==> config.mk <==
export PLATFORM = sky130hd
export DESIGN_NAME = json_string_unescaper
export DESIGN_NICKNAME = d
export VERILOG_FILES = /design/src/sv/jsu_pkg.sv /design/src/sv/jsu_front.sv /design/src/sv/jsu_queue.sv /design/src/sv/jsu_back.sv /design/src/sv/json_string_unescaper.sv
export SDC_FILE = /design/constraint.sdc
export NUM_CORES = 1
export LEC_CHECK = 0
export BUFFER_PORTS_ARGS = -buffer_cell sky130_fd_sc_hd__buf_2
export CORE_MARGIN = 2
export CORE_UTILIZATION = 58
export CTS_BUF_LIST = sky130_fd_sc_hd__clkbuf_8
export CTS_CLUSTER_DIAMETER = 80
export DETAILED_ROUTE_END_ITERATION = 7
export PLACE_DENSITY = 0.76
export SYNTH_ARGS = -nofsm -noshare
export SYNTH_HDL_FRONTEND = slang
export SYNTH_SLANG_ARGS = --single-unit
==> constraint.sdc <==
create_clock -name clk -period 5.3 [get_ports clk]
set_clock_uncertainty 0.2 [all_clocks]
set_input_delay 1.06 -clock clk [delete_from_list [all_inputs] [get_ports clk]]
set_output_delay 1.06 -clock clk [all_outputs]
set_load 0.03 [all_outputs]
==> src/sv/jsu_pkg.sv <==
// ----------------------------------------------------------------------------
// jsu_pkg
// Shared types and codes for the JSON string unescaper: request and result
// payloads, the job passed from parser to encoder, kind and error codes.
// ----------------------------------------------------------------------------
package jsu_pkg;

    // Result kinds
    localparam logic [1:0] KIND_DATA  = 2'd0;
    localparam logic [1:0] KIND_CLOSE = 2'd1;
    localparam logic [1:0] KIND_ERROR = 2'd2;

    // Error codes
    localparam logic [3:0] ERR_NONE         = 4'd0;
    localparam logic [3:0] ERR_UNTERMINATED = 4'd1;
    localparam logic [3:0] ERR_RAW_CTRL     = 4'd2;
    localparam logic [3:0] ERR_ESC_CUT      = 4'd3;
    localparam logic [3:0] ERR_BAD_ESC      = 4'd4;
    localparam logic [3:0] ERR_HEX_CUT      = 4'd5;
    localparam logic [3:0] ERR_BAD_HEX      = 4'd6;
    localparam logic [3:0] ERR_HIGH_ALONE   = 4'd7;
    localparam logic [3:0] ERR_HIGH_NO_LOW  = 4'd8;
    localparam logic [3:0] ERR_LONE_LOW     = 4'd9;
    localparam logic [3:0] ERR_NUL          = 4'd10;

    // Input request: one code point of the string body
    typedef struct packed {
        logic [20:0] char_code;
        logic        text_end;
    } in_t;

    // Result: one UTF-8 byte, a close mark or an error
    typedef struct packed {
        logic [1:0] kind;
        logic [7:0] out_byte;
        logic [3:0] error_code;
        logic       last;
    } out_t;

    // Job from parser to encoder: a code point, a close or an error
    typedef struct packed {
        logic [1:0]  kind;
        logic [20:0] cp;
        logic [3:0]  err;
    } job_t;

endpackage

==> src/sv/jsu_front.sv <==
// ----------------------------------------------------------------------------
// jsu_front
// Parser: takes one code point per cycle when take is high, tracks escape and
// \uXXXX phases, joins surrogate pairs and hands one job per finished character,
// close or error to the job queue.
// ----------------------------------------------------------------------------
module jsu_front (
    input  logic             clk,
    input  logic             rst_n,
    input  logic             take,
    input  jsu_pkg::in_t     item,
    output logic             job_valid,
    output jsu_pkg::job_t    job
);
    import jsu_pkg::*;

    typedef enum logic [5:0] {
        PH_PLAIN   = 6'b000001,
        PH_ESC     = 6'b000010,
        PH_HEX1    = 6'b000100,
        PH_WANT_BS = 6'b001000,
        PH_WANT_U  = 6'b010000,
        PH_HEX2    = 6'b100000
    } phase_t;

    localparam logic [20:0] CH_QUOTE = 21'h22;
    localparam logic [20:0] CH_BSL   = 21'h5C;
    localparam logic [20:0] CH_SLASH = 21'h2F;
    localparam logic [20:0] CH_B     = 21'h62;
    localparam logic [20:0] CH_F     = 21'h66;
    localparam logic [20:0] CH_N     = 21'h6E;
    localparam logic [20:0] CH_R     = 21'h72;
    localparam logic [20:0] CH_T     = 21'h74;
    localparam logic [20:0] CH_U     = 21'h75;

    phase_t      phase_reg, phase_next;
    logic [11:0] acc_reg, acc_next;
    logic [1:0]  cnt_reg, cnt_next;
    logic [9:0]  high_reg, high_next;

    logic [20:0] c;
    logic        hex_ok;
    logic [3:0]  hex_d;
    logic [15:0] u;
    logic        restart;

    assign c = item.char_code;
    assign u = {acc_reg, hex_d};

    // Decode one hex digit
    always_comb
    begin
        hex_ok = 1'b1;
        hex_d  = 4'd0;
        if (c inside {[21'h30:21'h39]})
            hex_d = c[3:0];
        else if (c inside {[21'h61:21'h66], [21'h41:21'h46]})
            hex_d = c[3:0] + 4'd9;
        else
            hex_ok = 1'b0;
    end

    // Classify the request and advance the phase
    always_comb
    begin
        phase_next = phase_reg;
        acc_next   = acc_reg;
        cnt_next   = cnt_reg;
        high_next  = high_reg;
        restart    = 1'b0;
        job_valid  = 1'b0;
        job.kind   = KIND_DATA;
        job.cp     = c;
        job.err    = ERR_NONE;

        case (phase_reg)
            PH_PLAIN:
            begin
                if (item.text_end)
                begin
                    job_valid = 1'b1; job.kind = KIND_ERROR; job.err = ERR_UNTERMINATED;
                    restart = 1'b1;
                end
                else if (c == CH_QUOTE)
                begin
                    job_valid = 1'b1; job.kind = KIND_CLOSE;
                    restart = 1'b1;
                end
                else if (c < 21'h20)
                begin
                    job_valid = 1'b1; job.kind = KIND_ERROR; job.err = ERR_RAW_CTRL;
                    restart = 1'b1;
                end
                else if (c == CH_BSL)
                    phase_next = PH_ESC;
                else
                    job_valid = 1'b1;
            end
            PH_ESC:
            begin
                phase_next = PH_PLAIN;
                job_valid  = 1'b1;
                if (item.text_end)
                begin
                    job.kind = KIND_ERROR; job.err = ERR_ESC_CUT;
                    restart = 1'b1;
                end
                else
                begin
                    case (c)
                        CH_QUOTE, CH_BSL, CH_SLASH: job.cp = c;
                        CH_B: job.cp = 21'h08;
                        CH_F: job.cp = 21'h0C;
                        CH_N: job.cp = 21'h0A;
                        CH_R: job.cp = 21'h0D;
                        CH_T: job.cp = 21'h09;
                        CH_U:
                        begin
                            job_valid  = 1'b0;
                            phase_next = PH_HEX1;
                            acc_next   = '0;
                            cnt_next   = '0;
                        end
                        default:
                        begin
                            job.kind = KIND_ERROR; job.err = ERR_BAD_ESC;
                            restart = 1'b1;
                        end
                    endcase
                end
            end
            PH_WANT_BS:
            begin
                if (item.text_end || c != CH_BSL)
                begin
                    job_valid = 1'b1; job.kind = KIND_ERROR; job.err = ERR_HIGH_ALONE;
                    restart = 1'b1;
                end
                else
                    phase_next = PH_WANT_U;
            end
            PH_WANT_U:
            begin
                if (item.text_end || c != CH_U)
                begin
                    job_valid = 1'b1; job.kind = KIND_ERROR; job.err = ERR_HIGH_ALONE;
                    restart = 1'b1;
                end
                else
                begin
                    phase_next = PH_HEX2;
                    acc_next   = '0;
                    cnt_next   = '0;
                end
            end
            PH_HEX1, PH_HEX2:
            begin
                if (item.text_end)
                begin
                    job_valid = 1'b1; job.kind = KIND_ERROR; job.err = ERR_HEX_CUT;
                    restart = 1'b1;
                end
                else if (!hex_ok)
                begin
                    job_valid = 1'b1; job.kind = KIND_ERROR; job.err = ERR_BAD_HEX;
                    restart = 1'b1;
                end
                else if (cnt_reg != 2'd3)
                begin
                    acc_next = u[11:0];
                    cnt_next = cnt_reg + 2'd1;
                end
                else
                begin
                    acc_next = '0;
                    cnt_next = '0;
                    if (phase_reg == PH_HEX1)
                    begin
                        if (u inside {[16'hD800:16'hDBFF]})
                        begin
                            high_next  = u[9:0];
                            phase_next = PH_WANT_BS;
                        end
                        else if (u inside {[16'hDC00:16'hDFFF]})
                        begin
                            job_valid = 1'b1; job.kind = KIND_ERROR; job.err = ERR_LONE_LOW;
                            restart = 1'b1;
                        end
                        else if (u == 16'h0000)
                        begin
                            job_valid = 1'b1; job.kind = KIND_ERROR; job.err = ERR_NUL;
                            restart = 1'b1;
                        end
                        else
                        begin
                            job_valid  = 1'b1;
                            job.cp     = {5'd0, u};
                            phase_next = PH_PLAIN;
                        end
                    end
                    else
                    begin
                        job_valid = 1'b1;
                        restart   = 1'b1;
                        if (u inside {[16'hDC00:16'hDFFF]})
                            job.cp = 21'h10000 + {1'b0, high_reg, u[9:0]};
                        else
                        begin
                            job.kind = KIND_ERROR; job.err = ERR_HIGH_NO_LOW;
                        end
                    end
                end
            end
            default:
            begin
                restart = 1'b1;
            end
        endcase

        // Back to a fresh string after close, error, joined pair or lost phase
        if (restart)
        begin
            phase_next = PH_PLAIN;
            acc_next   = '0;
            cnt_next   = '0;
            high_next  = '0;
        end
        if (job.kind != KIND_DATA)
            job.cp = '0;
    end

    // Hold parser state
    always_ff @(posedge clk or negedge rst_n)
    begin
        if (!rst_n)
        begin
            phase_reg <= PH_PLAIN;
            acc_reg   <= '0;
            cnt_reg   <= '0;
            high_reg  <= '0;
        end
        else if (take)
        begin
            phase_reg <= phase_next;
            acc_reg   <= acc_next;
            cnt_reg   <= cnt_next;
            high_reg  <= high_next;
        end
    end

endmodule

==> src/sv/jsu_queue.sv <==
// ----------------------------------------------------------------------------
// jsu_queue
// Short job queue between parser and encoder, so each side stalls on its own.
// ----------------------------------------------------------------------------
module jsu_queue #(
    parameter int DEPTH = 4
) (
    input  logic           clk,
    input  logic           rst_n,
    input  logic           wr,
    input  jsu_pkg::job_t  wr_job,
    input  logic           rd,
    output jsu_pkg::job_t  head,
    output logic           q_empty,
    output logic           q_full
);
    import jsu_pkg::*;

    localparam int PW = $clog2(DEPTH);
    localparam int CW = $clog2(DEPTH + 1);
    localparam logic [PW-1:0] LAST_SLOT = PW'(DEPTH - 1);
    localparam logic [CW-1:0] FULL_CNT  = CW'(DEPTH);
    localparam logic [PW-1:0] PTR_ONE   = PW'(1);
    localparam logic [CW-1:0] CNT_ONE   = CW'(1);

    job_t           slots [DEPTH];
    logic [PW-1:0]  wp_reg, rp_reg;
    logic [CW-1:0]  cnt_reg;

    assign head    = slots[rp_reg];
    assign q_empty = (cnt_reg == '0);
    assign q_full  = (cnt_reg == FULL_CNT);

    // Write a job at the tail
    always_ff @(posedge clk)
    begin
        if (wr)
            slots[wp_reg] <= wr_job;
    end

    // Advance pointers and count
    always_ff @(posedge clk or negedge rst_n)
    begin
        if (!rst_n)
        begin
            wp_reg  <= '0;
            rp_reg  <= '0;
            cnt_reg <= '0;
        end
        else
        begin
            if (wr)
                wp_reg <= (wp_reg == LAST_SLOT) ? '0 : wp_reg + PTR_ONE;
            if (rd)
                rp_reg <= (rp_reg == LAST_SLOT) ? '0 : rp_reg + PTR_ONE;
            if (wr && !rd)
                cnt_reg <= cnt_reg + CNT_ONE;
            else if (rd && !wr)
                cnt_reg <= cnt_reg - CNT_ONE;
        end
    end

endmodule

==> src/sv/jsu_back.sv <==
// ----------------------------------------------------------------------------
// jsu_back
// Encoder: expands the job at the queue head into one to four UTF-8 bytes,
// or one close or error result, into a result register one per cycle if free.
// ----------------------------------------------------------------------------
module jsu_back (
    input  logic            clk,
    input  logic            rst_n,
    input  jsu_pkg::job_t   head,
    input  logic            q_empty,
    output logic            q_pop,
    input  logic            pop,
    output logic            empty,
    output jsu_pkg::out_t   result
);
    import jsu_pkg::*;

    logic [1:0] idx_reg, idx_next;
    logic       ov_reg, ov_next;
    out_t       res_reg, res_next;

    logic       slot_free;
    logic       advance;
    logic [1:0] last_idx;
    logic       is_last;
    logic [1:0] shift;
    logic [5:0] six;
    logic [7:0] byte_val;

    assign slot_free = !ov_reg || pop;
    assign advance   = !q_empty && slot_free;

    // Byte count of the head job, as index of its final byte
    always_comb
    begin
        if (head.kind != KIND_DATA || head.cp < 21'h80)
            last_idx = 2'd0;
        else if (head.cp < 21'h800)
            last_idx = 2'd1;
        else if (head.cp < 21'h10000)
            last_idx = 2'd2;
        else
            last_idx = 2'd3;
    end

    assign is_last = (idx_reg == last_idx);
    assign shift   = last_idx - idx_reg;

    // Pick the lead or continuation byte
    always_comb
    begin
        case (shift)
            2'd0:    six = head.cp[5:0];
            2'd1:    six = head.cp[11:6];
            2'd2:    six = head.cp[17:12];
            default: six = '0;
        endcase
        if (idx_reg != 2'd0)
            byte_val = {2'b10, six};
        else
        begin
            case (last_idx)
                2'd0:    byte_val = {1'b0, head.cp[6:0]};
                2'd1:    byte_val = {3'b110, head.cp[10:6]};
                2'd2:    byte_val = {4'b1110, head.cp[15:12]};
                default: byte_val = {5'b11110, head.cp[20:18]};
            endcase
        end
    end

    // Load the result register and step through the job's bytes
    always_comb
    begin
        q_pop    = advance && is_last;
        idx_next = idx_reg;
        ov_next  = ov_reg && !pop;
        res_next = res_reg;
        if (advance)
        begin
            ov_next             = 1'b1;
            idx_next            = is_last ? 2'd0 : idx_reg + 2'd1;
            res_next.kind       = head.kind;
            res_next.out_byte   = (head.kind == KIND_DATA) ? byte_val : 8'd0;
            res_next.error_code = head.err;
            res_next.last       = is_last;
        end
    end

    always_ff @(posedge clk or negedge rst_n)
    begin
        if (!rst_n)
        begin
            idx_reg <= '0;
            ov_reg  <= 1'b0;
        end
        else
        begin
            idx_reg <= idx_next;
            ov_reg  <= ov_next;
        end
    end

    // Hold result payload
    always_ff @(posedge clk)
    begin
        res_reg <= res_next;
    end

    assign empty  = !ov_reg;
    assign result = res_reg;

endmodule

==> src/sv/json_string_unescaper.sv <==
// ----------------------------------------------------------------------------
// json_string_unescaper
// Decodes a JSON string body, one code point per request, into UTF-8 bytes,
// a close result at the quote, or an error result with its code.
//
//   channel   handshake            payload
//   request   push / full          item   (in_t:  char_code, text_end)
//   result    empty / pop          result (out_t: kind, out_byte,
//                                          error_code, last)
//
// A request enters whenever the job queue has room; escape and hex digit requests
// produce no job until the character is complete. The encoder drives one result
// per cycle while its result register is free or popped, so a character costs
// one result per UTF-8 byte, 1 to 4. Reset clears parser phase, queue pointers and
// the result valid flag. Either side may stall; QUEUE_DEPTH jobs absorb the difference.
// ----------------------------------------------------------------------------
module json_string_unescaper #(
    parameter int QUEUE_DEPTH = 4
) (
    input  logic            clk,
    input  logic            rst_n,
    input  logic            push,
    output logic            full,
    input  jsu_pkg::in_t    item,
    output logic            empty,
    input  logic            pop,
    output jsu_pkg::out_t   result
);
    import jsu_pkg::*;

    logic take;
    logic job_valid;
    job_t job;
    job_t head;
    logic q_empty;
    logic q_full;
    logic q_pop;

    assign full = q_full;
    assign take = push && !q_full;

    // Parse requests
    jsu_front u_front (
        .clk       (clk),
        .rst_n     (rst_n),
        .take      (take),
        .item      (item),
        .job_valid (job_valid),
        .job       (job)
    );

    // Buffer jobs
    jsu_queue #(
        .DEPTH (QUEUE_DEPTH)
    ) u_queue (
        .clk     (clk),
        .rst_n   (rst_n),
        .wr      (take && job_valid),
        .wr_job  (job),
        .rd      (q_pop),
        .head    (head),
        .q_empty (q_empty),
        .q_full  (q_full)
    );

    // Encode to bytes
    jsu_back u_back (
        .clk     (clk),
        .rst_n   (rst_n),
        .head    (head),
        .q_empty (q_empty),
        .q_pop   (q_pop),
        .pop     (pop),
        .empty   (empty),
        .result  (result)
    );

    // Close and error results are always the final one of their request
    a_single_final: assert property (@(posedge clk) disable iff (!rst_n)
        (!empty && result.kind != KIND_DATA) |-> result.last)
        else $error("close or error result without last");

    // An error result carries a code, other kinds carry none
    a_err_code: assert property (@(posedge clk) disable iff (!rst_n)
        !empty |-> ((result.kind == KIND_ERROR) == (result.error_code != ERR_NONE)))
        else $error("error code does not match result kind");

    // A taken non-final byte is followed at once by the next byte of the same character
    a_seq_bytes: assert property (@(posedge clk) disable iff (!rst_n)
        (pop && !empty && !result.last) |=> (!empty && result.kind == KIND_DATA
            && result.out_byte[7:6] == 2'b10))
        else $error("multi-byte character broken");

    // A popped job always belongs to a non-empty queue
    a_pop_guard: assert property (@(posedge clk) disable iff (!rst_n)
        q_pop |-> !q_empty)
        else $error("job queue read while empty");

endmodule
## Yosys cells after proc, flatten, opt, wreduce, memory -nomap -nowiden

Memories as Yosys holds them, arrays and structs flattened.
Index checks and enable logic that the tools add are counted.

| word-level totals | value |
|---|---|
| memories | 1 |
| input bits | 26 |
| output and inout bits | 17 |
| register bits after elaboration | 55 |
| RAM bits | 108 |
| bits in read-only memories | 0 |
| latch bits | 0 |

| cells by class | value |
|---|---|
| multipliers | 0 |
| add/subtract/negate cells | 9 |
| divide/modulo/power cells | 0 |
| reductions and logical operators | 44 |
| shift operators | 0 |
| equality and inequality tests | 42 |
| $lt $le $gt $ge | 14 |
| muxes and demuxes | 123 |
| bitwise gates (word level) | 1 |

Memory list:

| name | words | width | read ports | clocked after memory_dff | write ports | line | text |
|---|---|---|---|---|---|---|---|
| u_queue.slots | 4 | 27 | 1 | 0 | 1 | jsu_queue.sv:26 | `job_t slots [DEPTH];` |

Operator list:

| kind | number |
|---|---|
| 21-bit by 7-bit == test with 1-bit output, second input constant | 7 |
| 21-bit 2-to-1 mux | 7 |
| 21-bit one-hot mux with 5 select lines | 1 |
| 6-bit 2-to-1 mux | 15 |
| 12-bit 2-to-1 mux | 7 |
| 27-bit 2-to-1 mux | 3 |
| 10-bit 2-to-1 mux | 7 |
| 2-bit 2-to-1 mux | 25 |
| 21-bit by 6-bit == test with 1-bit output, second input constant | 2 |
| 21-bit by 7-bit greater-or-equal comparator with 1-bit output, second input constant | 2 |
| 21-bit by 7-bit less-or-equal comparator with 1-bit output, second input constant | 2 |
| 21-bit by 7-bit inequality test with 1-bit output, second input constant | 2 |
| 21-bit one-hot mux with 2 select lines | 1 |
| 4-bit 2-to-1 mux | 10 |
| 12-bit one-hot mux with 3 select lines | 1 |
| 16-bit greater-or-equal comparator, second input constant | 2 |
| 16-bit less-or-equal comparator, second input constant | 2 |
| 1-bit 2-to-1 mux | 31 |
| 6-bit one-hot mux with 5 select lines | 1 |
| 3-bit by 2-bit inequality test with 1-bit output, second input constant | 9 |
| 8-bit one-hot mux with 3 select lines | 1 |
| 17-bit by 20-bit adder with 21-bit output, first input constant | 1 |
| 21-bit by 6-bit greater-or-equal comparator with 1-bit output, second input constant | 1 |
| 21-bit by 6-bit less-or-equal comparator with 1-bit output, second input constant | 1 |
| other kinds (44) | 92 |

## Longest topological paths before layout

Gate-level depths: netlist of the first run.

| logic depth | value |
|---|---|
| depth after elaboration | 18 |
| mapped depth | 16 |
| mapped depth without buffers | 15 |

## Cells and area by module

Synthesis of the first run repeated with hierarchy kept, for this count alone.

| second synthesis, totals | value |
|---|---|
| cell total of the unflattened synthesis | 649 |
| area total of the unflattened synthesis | 8,423.1 µm² |

Modules (own cells, without submodules):

| module | seq. area each (µm²) | area each (µm²) | cells each | instances |
|---|---|---|---|---|
| jsu_queue | 3,418.3 | 4,319.1 | 178 | 1 |
| jsu_front | 752.0 | 2,874.0 | 353 | 1 |
| jsu_back | 525.5 | 1,214.9 | 116 | 1 |
| json_string_unescaper | 0.0 | 15.0 | 2 | 1 |

## Worst setup path before layout of the first run

Ideal clock, no wire load.

| timing path | value |
|---|---|
| kind | in2reg |
| start point | in item[2] (netlist name) |
| end point | reg u_queue.cnt_reg[2] |
| data required time | 5.021 ns |
| data arrival time | 4.024 ns |
| stages | 15 |
| setup slack | 0.996 ns |
| library setup time | 0.079 ns |
| cells stage by stage | inv_1 > ha_1 > or4_1 > nor2_4 > nor4_2 > or3_4 > nor2_1 > o21ai_0 > a21oi_1 > ha_1 > inv_1 > fa_1 > xor2_1 > nor2_1 > xor2_1 |

| on the way | value |
|---|---|
| cells in the longest elaborated chain, start to end | 17 |
| elaborated cells on any way between the ends | 46 |
| those cells by class | 1 x add/sub; 9 x order compare; 5 x eq/ne; 19 x mux; 12 x reduce/logical |

RTL lines:

| element | line | text |
|---|---|---|
| from (decl) | json_string_unescaper.sv:24 | `input jsu_pkg::in_t item,` |
| 21-bit by 7-bit greater-or-equal comparator with 1-bit output or 21-bit by 7-bit less-or-equal comparator with 1-bit output (tied branches) | jsu_front.sv:57 | `else if (c inside {[21'h61:21'h66], [21'h41:21'h46]})` |
| 1-bit logical AND | jsu_front.sv:57 |  |
| 2-bit nonzero test | jsu_front.sv:57 |  |
| 4-bit 2-to-1 mux | jsu_front.sv:57 |  |
| 4-bit 2-to-1 mux | jsu_front.sv:55 | `if (c inside {[21'h30:21'h39]})` |
| 16-bit greater-or-equal comparator or 16-bit less-or-equal comparator (tied branches) | jsu_front.sv:179 | `if (u inside {[16'hD800:16'hDBFF]})` |
| 1-bit logical AND | jsu_front.sv:179 |  |
| 1-bit 2-to-1 mux | jsu_front.sv:179 |  |
| [2 not listed] | - |  |
| 1-bit 2-to-1 mux | jsu_front.sv:163 | `else if (!hex_ok)` |
| 1-bit 2-to-1 mux | jsu_front.sv:158 | `if (item.text_end)` |
| 1-bit one-hot mux with 5 select lines (*) | jsu_front.sv:76 | `case (phase_reg)` |
| 1-bit logical AND (*) | json_string_unescaper.sv:58 | `.wr (take && job_valid),` |
| net u_queue.wr | jsu_queue.sv:10 | `input logic wr,` |
| 1-bit zero test | jsu_queue.sv:58 | `else if (rd && !wr)` |
| 1-bit logical AND | jsu_queue.sv:58 |  |
| 2-bit nonzero test (no source line) | - |  |
| to (signal assigned) | jsu_queue.sv:57 | `cnt_reg <= cnt_reg + CNT_ONE;` |
| to (signal assigned) | jsu_queue.sv:59 | `cnt_reg <= cnt_reg - CNT_ONE;` |
| to (decl) | jsu_queue.sv:28 | `logic [CW-1:0] cnt_reg;` |

Mark *: on every way through the listed nets, which the timed path passes. The rest lies on a longest branch.
A chain may end at the register's enable or synchronous reset.

==> results of run 1 <==
[power groups by stage]
stage               Clock [mW]  Sequential, mW  Combinational (mW)
floorplan                    0            1.94                1.14
global placement             0            1.85                1.60
detailed placement           0            1.87                1.62
CTS                      0.914            1.84                1.63
global route             0.964            1.87                1.76
finish                   0.898            1.84                1.62
[logic make-up after synthesis]
group | Yosys count
xor gates and xnor gates | 12
muxes | 40
DFF | 163
and+or+nand+nor | 229
buffers and inverters | 56
AOI/OAI and AO/OA | 169
adders and majority gates | 20
[metal layers]
metal	GRT usage	vias to the layer above	wire [µm]
met3	0.05778	41	1457
met4	0.09308	0	554
li1	-	2764	-
met2	0.4215	253	9874
met1	0.3688	2997	8853
met5	0	-	0
[cell usage in the layout (no fill, tap or decap), types with 10 or more instances in the layout]
cell type  count
clkbuf_8      17
nand3_1       25
nor2b_1       17
o21ai_0       25
mux4_2        22
edfxtp_1     123
dfrtp_1       39
nand2_1       41
a22o_1        18
a21oi_1       39
nor3_1        14
inv_1         22
buf_2         42
nor2_1        49
buf_4         10
ha_1          19
and3_1        12
nand4_1       11
[cell usage after synthesis, types with 5 or more instances]
| cell | n | area share |
|---|---|---|
| and2_1 | 7 | 0.0050 |
| buf_2 | 8 | 0.0046 |
| a21oi_2 | 7 | 0.0070 |
| o21ai_0 | 25 | 0.014 |
| a31o_2 | 8 | 0.0081 |
| mux2i_1 | 7 | 0.0081 |
| nand3_1 | 25 | 0.014 |
| o21ai_1 | 7 | 0.0040 |
| a31o_1 | 5 | 0.0050 |
| nor2b_1 | 17 | 0.012 |
| dfrtp_1 | 39 | 0.11 |
| nand2_1 | 41 | 0.018 |
| nor2_1 | 49 | 0.021 |
| mux4_1 | 5 | 0.015 |
| nand2b_1 | 5 | 0.0036 |
| nor4_1 | 7 | 0.0050 |
| edfxtp_1 | 123 | 0.42 |
| o31ai_1 | 9 | 0.0078 |
| a21oi_1 | 40 | 0.023 |
| a22o_1 | 18 | 0.018 |
| nand4_1 | 11 | 0.0079 |
| nor3_1 | 14 | 0.0081 |
| mux4_2 | 22 | 0.057 |
| xor2_1 | 5 | 0.0050 |
| nor4_2 | 6 | 0.0086 |
| mux2_2 | 5 | 0.0065 |
| a211oi_1 | 5 | 0.0043 |
| and3_1 | 12 | 0.0086 |
| inv_1 | 21 | 0.0091 |
| xnor2_1 | 6 | 0.0060 |
| clkbuf_1 | 20 | 0.0086 |
| ha_1 | 19 | 0.027 |
[worst paths after layout]
kind	from	endpoint	slack, ns
setup / recovery	u_queue.rp_reg[0]$_DFFE_PN0P_	u_queue.cnt_reg[2]$_DFFE_PN0P_	0.73
hold / removal	u_queue.cnt_reg[2]$_DFFE_PN0P_	u_queue.cnt_reg[2]$_DFFE_PN0P_	0.30
setup reg to reg	u_queue.rp_reg[0]$_DFFE_PN0P_	u_queue.cnt_reg[2]$_DFFE_PN0P_	0.73
hold reg to reg	u_queue.cnt_reg[2]$_DFFE_PN0P_	u_queue.cnt_reg[2]$_DFFE_PN0P_	0.30
max in group asynchronous	rst_n	u_front.high_reg[6]$_DFFE_PN0P_	3.80
min in group asynchronous	rst_n	u_front.phase_reg[5]$_DFFE_PN0P_	0.53
[stage by stage]
| step | cell area (µm²) | util |
|---|---|---|
| after floorplan | 8698 | - |
| after global routing | 9435 | 0.6467 |
| after detailed placement | 9045 | 0.6200 |
| after CTS | 9435 | 0.6467 |
| after global placement | 9045 | 0.6200 |
| final | 9435 | 0.6467 |
[layout make-up]
cell class,count,area (µm²),area share
Clock buffer,17,234.0,0.02480
Inverter,21,78.83,0.008354
Multi-Input combinational cell,470,3755,0.3980
Clock inverter,15,156.4,0.01658
Tap cell,184,230.2,0.02440
Sequential cell,163,4696,0.4977
Timing Repair Buffer,52,285.3,0.03023
==> results.json, run 1 <==
{
  "status": "complete, no violations",
  "fp.dieH_um": 126.5,
  "fillers": 1096,
  "h-tree-depth": 4,
  "root_buffer": "clkbuf_8",
  "startpoint_type": "flop",
  "path_delay_family": "adder cells",
  "synth-adder-area-share": 0.02963,
  "maxSlewViolCount": 0,
  "drtIter0Drc": 648,
  "io_pins": 43,
  "fp.dieW_um": 126.5,
  "timing.slew.headroom": 0.2872,
  "power.share.clock": 0.206,
  "wl_per_cell_um": 22.49,
  "worstHoldPathCells": 1,
  "cpPeakStageDelay_ns": 0.75,
  "core_area_mm2": 0.01459,
  "via_per_inst": 6.567,
  "switching_share": 0.3574,
  "area_delta_synth_final_pct": 8.472,
  "cts_tree": "built",
  "synth_top_flop_cell": "edfxtp_1",
  "crit_type": "flop to flop",
  "synth_seq_cells": 163,
  "p_leak_nw": 3.564,
  "synth_top_family_by_area": "simple AND/OR/NAND/NOR gates",
  "grt.total_usage": 0.2663,
  "power_frac_comb": 0.372,
  "final.period_utilization": 0.8629,
  "synthSimpleGateAreaFrac": 0.1506,
  "largest_reg_flops": 108,
  "finalHoldViolCount": 0,
  "io_buffers": 42,
  "nets": 771,
  "clk_transition_reported_paths_ns": 0.09,
  "ff2ff_path_depth": 14,
  "final_cells": 922,
  "synth-xor-area-share": 0.01424,
  "critical_path_buf_inv_count": 4,
  "drc_errors": 0,
  "seq_power_share": 0.421,
  "async_flop_share": 0.2454,
  "crit_top_cell": "inv_1",
  "clockBufferDepth": 2,
  "clkSinkCount": 163,
  "grt_max_degree": 41,
  "cts_setup_buffers": 0,
  "cp.depth": 14,
  "p_sw_mw": 1.556,
  "clkLatencyLatePin_ns": 0.46,
  "yosys_warnings": 0,
  "ctsResizeCount": 0,
  "rsz0062_at_grt": "no",
  "fin_crit_ns": 4.574,
  "syn_nets": 735,
  "p_int_mw": 2.798,
  "yosysUniqueCellTypes": 90,
  "dp_slack_ns": 0.5287,
  "vias": 6055,
  "avgSynthCellArea_um2": 12.62,
  "synth_compound_area_frac": 0.1489,
  "rows": 44,
  "die_area_mm2": 0.01599,
  "routed_wl_um": 20740,
  "numCtsBuffers": 17,
  "setup_ws_ns": 0.7264,
  "grt_pass1_vias": 5959,
  "grt_first_pass_wirelength_um": 32710,
  "finalSetupViolations": 0,
  "whs_ns": 0.2984,
  "p_total_mw": 4.355,
  "hpwl_um": 14980,
  "ant_nets": 0,
  "firstDrtPassIters": 5,
  "place_congestion": 0.9216,
  "fin_tns_setup_ns": 0,
  "holdBufCountCts": 0,
  "synthMuxAreaShare": 0.08789,
  "p_per_area_mw_per_mm2": 461.5,
  "syn_inst": 689,
  "cp_max_fo": 18,
  "crit_path_end_kind": "flop",
  "synth_edf_count": 123,
  "fmax_mhz": 218.6,
  "cap_violations": 0,
  "slowest_stage": "dfrtp_1",
  "crit_chain": "buf_4 > mux4_1 > or2_2 > inv_1 > nand2_1 > ha_1 > and3_2 > inv_1 > ha_1 > inv_1 > fa_1 > xor2_1 > nor2_1 > xor2_1",
  "layout-drive-gt1-share": 0.2127,
  "grt-ovfl-total": 0,
  "cp.required_ns": 5.48,
  "placedCellCount": 890,
  "tightest_slew_ns": 1.061,
  "hold_class": "flop to flop",
  "yosysSeqAreaShare": 0.5398,
  "diodes": 0,
  "ir_worst_vdd_mv": 0.2878,
  "netlist_area_mm2": 0.008698,
  "antenna_found_initial": 0,
  "critPathArrivalTime_ns": 4.76,
  "start_util": 0.5962
}
Power figures use the tool's default switching activity.
==> run 2, diff against run 1 <==
--- a/config.mk
+++ b/config.mk
@@ -6,6 +6,7 @@
 export NUM_CORES = 1
 export LEC_CHECK = 0
 export BUFFER_PORTS_ARGS = -buffer_cell sky130_fd_sc_hd__buf_2
+export CORE_ASPECT_RATIO = 1.1
 export CORE_MARGIN = 2
 export CORE_UTILIZATION = 58
 export CTS_BUF_LIST = sky130_fd_sc_hd__clkbuf_8
==> run 2 against run 1 <==
Net effect: the run now ends with design-rule violations left; critical path depth did not move; via count rose by 1.9%; worst hold slack got worse by 0.0076 ns; clock power rose by 11%; register-to-register slack got worse by 0.05 ns; design area rose by 0.78%; maximum frequency fell by 1.0%; die area barely moved; power rose by 2.8%; final cell count rose by 0.98%; critical endpoint unchanged; highest routed layer unchanged.
==> results.json, run 2 (synthesis gave the netlist of run 1 again) <==
{
  "critPathArrivalTime_ns": 4.79,
  "rsz0062_at_grt": "no",
  "ff2ff_path_depth": 14,
  "fin_tns_setup_ns": 0,
  "fp.dieH_um": 132.4,
  "grt-ovfl-total": 0,
  "hold_path_end": "u_queue.cnt_reg[2]$_DFFE_PN0P_",
  "grt_first_pass_wirelength_um": 33430,
  "via_per_inst": 6.627,
  "finalSetupViolations": 0,
  "grt_pass1_vias": 6142,
  "hp-start": "u_queue.cnt_reg[2]$_DFFE_PN0P_",
  "tightest_slew_ns": 0.9363,
  "setup_ws_ns": 0.6780,
  "drc_errors": 11,
  "reg2reg_slack_ns": 0.68,
  "firstDrtPassIters": 8,
  "violations": "design-rule violations",
  "utilization": 0.6530,
  "cpPeakStageDelay_ns": 0.71,
  "timing.slew.headroom": 0.3758,
  "fp.dieW_um": 120.8,
  "met1_length_um": 8542,
  "routed.top_layer": "met4",
  "wl_met2_um": 10280,
  "ant_nets": 0,
  "die_area_mm2": 0.01599,
  "dp_slack_ns": 0.5209,
  "core_area_mm2": 0.01456,
  "met3WireLength_um": 1363,
  "fmax_mhz": 216.4,
  "final_common_cell": "edfxtp_1",
  "antenna_found_initial": 0,
  "area_delta_synth_final_pct": 9.321,
  "final.period_utilization": 0.8721,
  "p_leak_nw": 3.605,
  "hpwl_um": 15120,
  "clkSinkCount": 163,
  "hold_class": "flop to flop",
  "numCtsBuffers": 17,
  "place_congestion": 0.9575,
  "clk_transition_reported_paths_ns": 0.08,
  "nets": 772,
  "drtIter0Drc": 692,
  "p_per_area_mw_per_mm2": 470.7,
  "final_cell_mix": "123 x edfxtp_1, 49 x nor2_1, 42 x buf_2, 41 x nand2_1",
  "vias": 6170,
  "root_buffer": "clkbuf_8",
  "timing.rr.start": "u_queue.rp_reg[0]$_DFFE_PN0P_",
  "startpoint_type": "flop",
  "crit_type": "flop to flop",
  "finalHoldViolCount": 0,
  "io_pins": 43,
  "ir_worst_vdd_mv": 0.2834,
  "slowest_stage": "dfrtp_1",
  "rows": 46,
  "grt_max_degree": 41,
  "fillers": 1071,
  "h-tree-depth": 4,
  "grt.total_usage": 0.2737,
  "cap_violations": 0,
  "cp_max_fo": 21,
  "ctsResizeCount": 0,
  "clkLatencyLatePin_ns": 0.44,
  "io_buffers": 42,
  "fin_area_mm2": 0.009509,
  "start_util": 0.5974,
  "maxSlewViolCount": 0,
  "r2r_end": "u_queue.cnt_reg[2]$_DFFE_PN0P_",
  "diodes": 0,
  "cts_setup_buffers": 0,
  "crit_path_end_kind": "flop",
  "wl_per_cell_um": 22.46,
  "crit_chain": "buf_4 > mux4_1 > or2_2 > inv_1 > nand2_1 > ha_1 > and3_2 > inv_1 > ha_1 > inv_1 > fa_1 > xor2_1 > nor2_1 > xor2_1",
  "layout-drive-gt1-share": 0.2124,
  "crit_top_cell": "inv_1",
  "status": "finished, violations left",
  "clockBufferDepth": 2,
  "largest_reg_flops": 108,
  "holdBufCountCts": 0,
  "cts_tree": "built",
  "crit_start": "u_queue.rp_reg[0]$_DFFE_PN0P_",
  "cp.required_ns": 5.46,
  "fin_crit_ns": 4.622,
  "whs_ns": 0.2907,
  "placed_area_mm2": 0.009062,
  "routed_wl_um": 20910,
  "worstHoldPathCells": 1
}
run 2: layout make-up:
class                   count  area (µm²)  share of cell area
clock buffers              17       234.0             0.02461
clock inverters            15       212.7             0.02237
inverters                  21       78.83            0.008289
multi-input cells         470        3755              0.3949
flip-flops and latches    163        4696              0.4938
well taps                 192       240.2             0.02526
repair buffers             53       292.8             0.03079
run 2: worst max path at each step:
stage,endpoint,cells after the start
after floorplan,u_queue.cnt_reg[2]$_DFFE_PN0P_,15
after global placement,u_queue.slots[0][5]$_DFFE_PP_,9
after detailed placement,u_queue.slots[1][4]$_DFFE_PP_,9
after CTS,u_queue.cnt_reg[2]$_DFFE_PN0P_,14
after global routing,u_queue.cnt_reg[2]$_DFFE_PN0P_,14
final,u_queue.cnt_reg[2]$_DFFE_PN0P_,14
run 2: worst max-delay path: cells and delay by family, from the launching register on:
family                   cells  cell delay (ns)
XOR/XNOR                     2             0.34
adder cells (fa/ha/maj)      3             1.00
buffers and inverters        4             0.73
flip-flops                   1             0.71
multiplexers                 1             0.67
AND/OR/NAND/NOR              4             0.87
run 2: layer usage:
metal	global-route usage	up-vias
met4	0.1176	0
met2	0.4419	274
met3	0.05991	51
met5	0	-
li1	-	2763
met1	0.3589	3082
run 2: metrics by stage:
stage | std cells | power [mW]
after floorplan | 689 | 3.076
after global placement | 899 | 3.446
after detailed placement | 899 | 3.508
after CTS | 931 | 4.506
after global routing | 931 | 4.709
final | 931 | 4.476
run 2: power by group:
| part | switching (mW) | internal, mW | total (mW) |
|---|---|---|---|
| logic | 0.987 | 0.657 | 1.64 |
| registers | 0.110 | 1.72 | 1.83 |
| clock network | 0.444 | 0.557 | 1.00 |
| total | 1.54 | 2.93 | 4.48 |
==> run 3, diff against run 2 <==
--- a/config.mk
+++ b/config.mk
@@ -12,7 +12,7 @@
 export CTS_BUF_LIST = sky130_fd_sc_hd__clkbuf_8
 export CTS_CLUSTER_DIAMETER = 80
 export DETAILED_ROUTE_END_ITERATION = 7
-export PLACE_DENSITY = 0.76
+export PLACE_DENSITY = 0.84
 export SYNTH_ARGS = -nofsm -noshare
 export SYNTH_HDL_FRONTEND = slang
 export SYNTH_SLANG_ARGS = --single-unit
==> run 3 against run 2 <==
Net effect: the run now ends clean; clock-buffer cell count unchanged; critical path depth stayed put; sequential cell count unchanged; sequential share of layout area increased by 0.30 points; die area did not move; non-clock buffer count up 1; largest cell class unchanged; clock power down 12%; final cell count is 0.11% higher.
==> results.json, run 3 (synthesis gave the netlist of run 1 again) <==
{
  "p_int_mw": 2.765,
  "layout-drive-gt1-share": 0.2176,
  "tightest_slew_ns": 1.219,
  "ant_nets": 0,
  "grt_first_pass_wirelength_um": 33950,
  "wl_per_cell_um": 22.86,
  "grt-ovfl-total": 0,
  "power.share.clock": 0.201,
  "cts_setup_buffers": 0,
  "finalSetupViolations": 0,
  "grt.total_usage": 0.2825,
  "fp.dieW_um": 120.8,
  "via_per_inst": 6.630,
  "cp_max_fo": 18,
  "final_cells": 932,
  "routed_wl_um": 21300,
  "largest_reg_flops": 108,
  "power_frac_comb": 0.377,
  "maxSlewViolCount": 0,
  "holdBufCountCts": 0,
  "nets": 773,
  "core_area_mm2": 0.01456,
  "rsz0062_at_grt": "no",
  "fp.dieH_um": 132.4,
  "drtIter0Drc": 748,
  "drc_errors": 0,
  "hpwl_um": 15460,
  "dp_slack_ns": 0.3171,
  "grt_pass1_vias": 6242,
  "clockBufferDepth": 2,
  "timing.slew.headroom": 0.1810,
  "final_cell_mix": "123 x edfxtp_1, 49 x nor2_1, 42 x buf_2, 41 x nand2_1",
  "diodes": 0,
  "antenna_found_initial": 1,
  "cp.required_ns": 5.49,
  "crit_path_end_kind": "flop",
  "root_buffer": "clkbuf_8",
  "placedCellCount": 900,
  "place_congestion": 0.9649,
  "fmax_mhz": 215.8,
  "grt_max_degree": 41,
  "p_sw_mw": 1.600,
  "hold_class": "flop to flop",
  "setup_ws_ns": 0.6663,
  "fin_crit_ns": 4.634,
  "h-tree-depth": 4,
  "startpoint_type": "flop",
  "final_common_cell": "edfxtp_1",
  "rows": 46,
  "seq_power_share": 0.423,
  "fin_area_mm2": 0.009452,
  "critPathArrivalTime_ns": 4.83,
  "clk_transition_reported_paths_ns": 0.09,
  "numCtsBuffers": 17,
  "firstDrtPassIters": 6,
  "start_util": 0.5974,
  "finalHoldViolCount": 0,
  "fin_tns_setup_ns": 0,
  "p_leak_nw": 3.578,
  "ctsResizeCount": 0,
  "die_area_mm2": 0.01599,
  "ir_worst_vdd_mv": 0.1822,
  "cts_tree": "built",
  "vias": 6179,
  "switching_share": 0.3665,
  "status": "complete, no violations",
  "crit_type": "flop to flop",
  "io_pins": 43,
  "placed_area_mm2": 0.009070,
  "clkLatencyLatePin_ns": 0.46,
  "io_buffers": 42,
  "final.period_utilization": 0.8743,
  "clkSinkCount": 163,
  "area_delta_synth_final_pct": 8.659,
  "p_per_area_mw_per_mm2": 461.9,
  "cap_violations": 0
}
-- run 3: cell types whose count changed in the layout (fill, tap and decap cells not counted) --
cell / previous run / this run
inv_8: 0 / 3
inv_6: 1 / 4
clkinv_1: 3 / 0
buf_4: 11 / 12
bufinv_16: 5 / 1
clkinvlp_4: 1 / 3
clkinv_4: 3 / 2
-- run 3: cell type report --
type / count / area [µm²]
fill: 1063 / 5110
sequential: 163 / 4696
multi-input combinational: 470 / 3755
timing repair buffer: 54 / 300.3
tap: 192 / 240.2
clock buffer: 17 / 234.0
clock inverter: 15 / 147.6
inverter: 21 / 78.83
-- run 3: final timing paths --
kind | start | endpoint | slack (ns) | depth (start not counted)
worst max-delay path | u_queue.rp_reg[0]$_DFFE_PN0P_ | u_queue.cnt_reg[2]$_DFFE_PN0P_ | 0.67 | 14
worst min-delay path | u_queue.cnt_reg[2]$_DFFE_PN0P_ | u_queue.cnt_reg[2]$_DFFE_PN0P_ | 0.29 | 1
worst max register to register | u_queue.rp_reg[0]$_DFFE_PN0P_ | u_queue.cnt_reg[2]$_DFFE_PN0P_ | 0.67 | 14
worst min register to register | u_queue.cnt_reg[2]$_DFFE_PN0P_ | u_queue.cnt_reg[2]$_DFFE_PN0P_ | 0.29 | 1
max in group asynchronous | rst_n | u_front.acc_reg[3]$_DFFE_PN0P_ | 3.79 | 1
min in group asynchronous | rst_n | u_front.acc_reg[5]$_DFFE_PN0P_ | 0.54 | 1
-- run 3: per-layer routing --
| layer | track usage | part of all wire | wire length (µm) | up-vias |
|---|---|---|---|---|
| li1 | - | - | - | 2766 |
| met1 | 0.3614 | 0.38 | 8182 | 3053 |
| met2 | 0.4548 | 0.50 | 10680 | 288 |
| met3 | 0.05905 | 0.069 | 1470 | 70 |
| met4 | 0.1479 | 0.045 | 963 | 2 |
| met5 | 0 | 0.00038 | 8 | - |
-- run 3: stage by stage --
step | util | power [mW] | hold slack (ns)
final | 0.6491 | 4.365 | 0.2892
after global routing | 0.6491 | 4.582 | 0.3057
after CTS | 0.6491 | 4.377 | 0.2891
after detailed placement | 0.6229 | 3.504 | 0.2768
after global placement | 0.6229 | 3.421 | 0.2748
after floorplan | - | 3.076 | 0.2560
-- run 3: worst max-delay path, stage by stage, from the launching register on --
cell and delay (ns):
dfrtp_1 0.76, buf_4 0.45, mux4_2 0.61, o41ai_1 0.51, nand2_1 0.11, nand2_1 0.18
ha_1 0.30, and3_2 0.23, inv_1 0.07, ha_1 0.18, inv_1 0.07, fa_1 0.44
xor2_1 0.17, nor2_1 0.12, xor2_1 0.15
-- run 3: power groups by stage --
stage | Clock (mW) | Sequential [mW] | Combinational [mW]
after floorplan | 0 | 1.94 | 1.14
after global placement | 0 | 1.85 | 1.57
after detailed placement | 0 | 1.87 | 1.63
after CTS | 0.890 | 1.85 | 1.64
after global routing | 0.939 | 1.87 | 1.77
final | 0.876 | 1.85 | 1.64
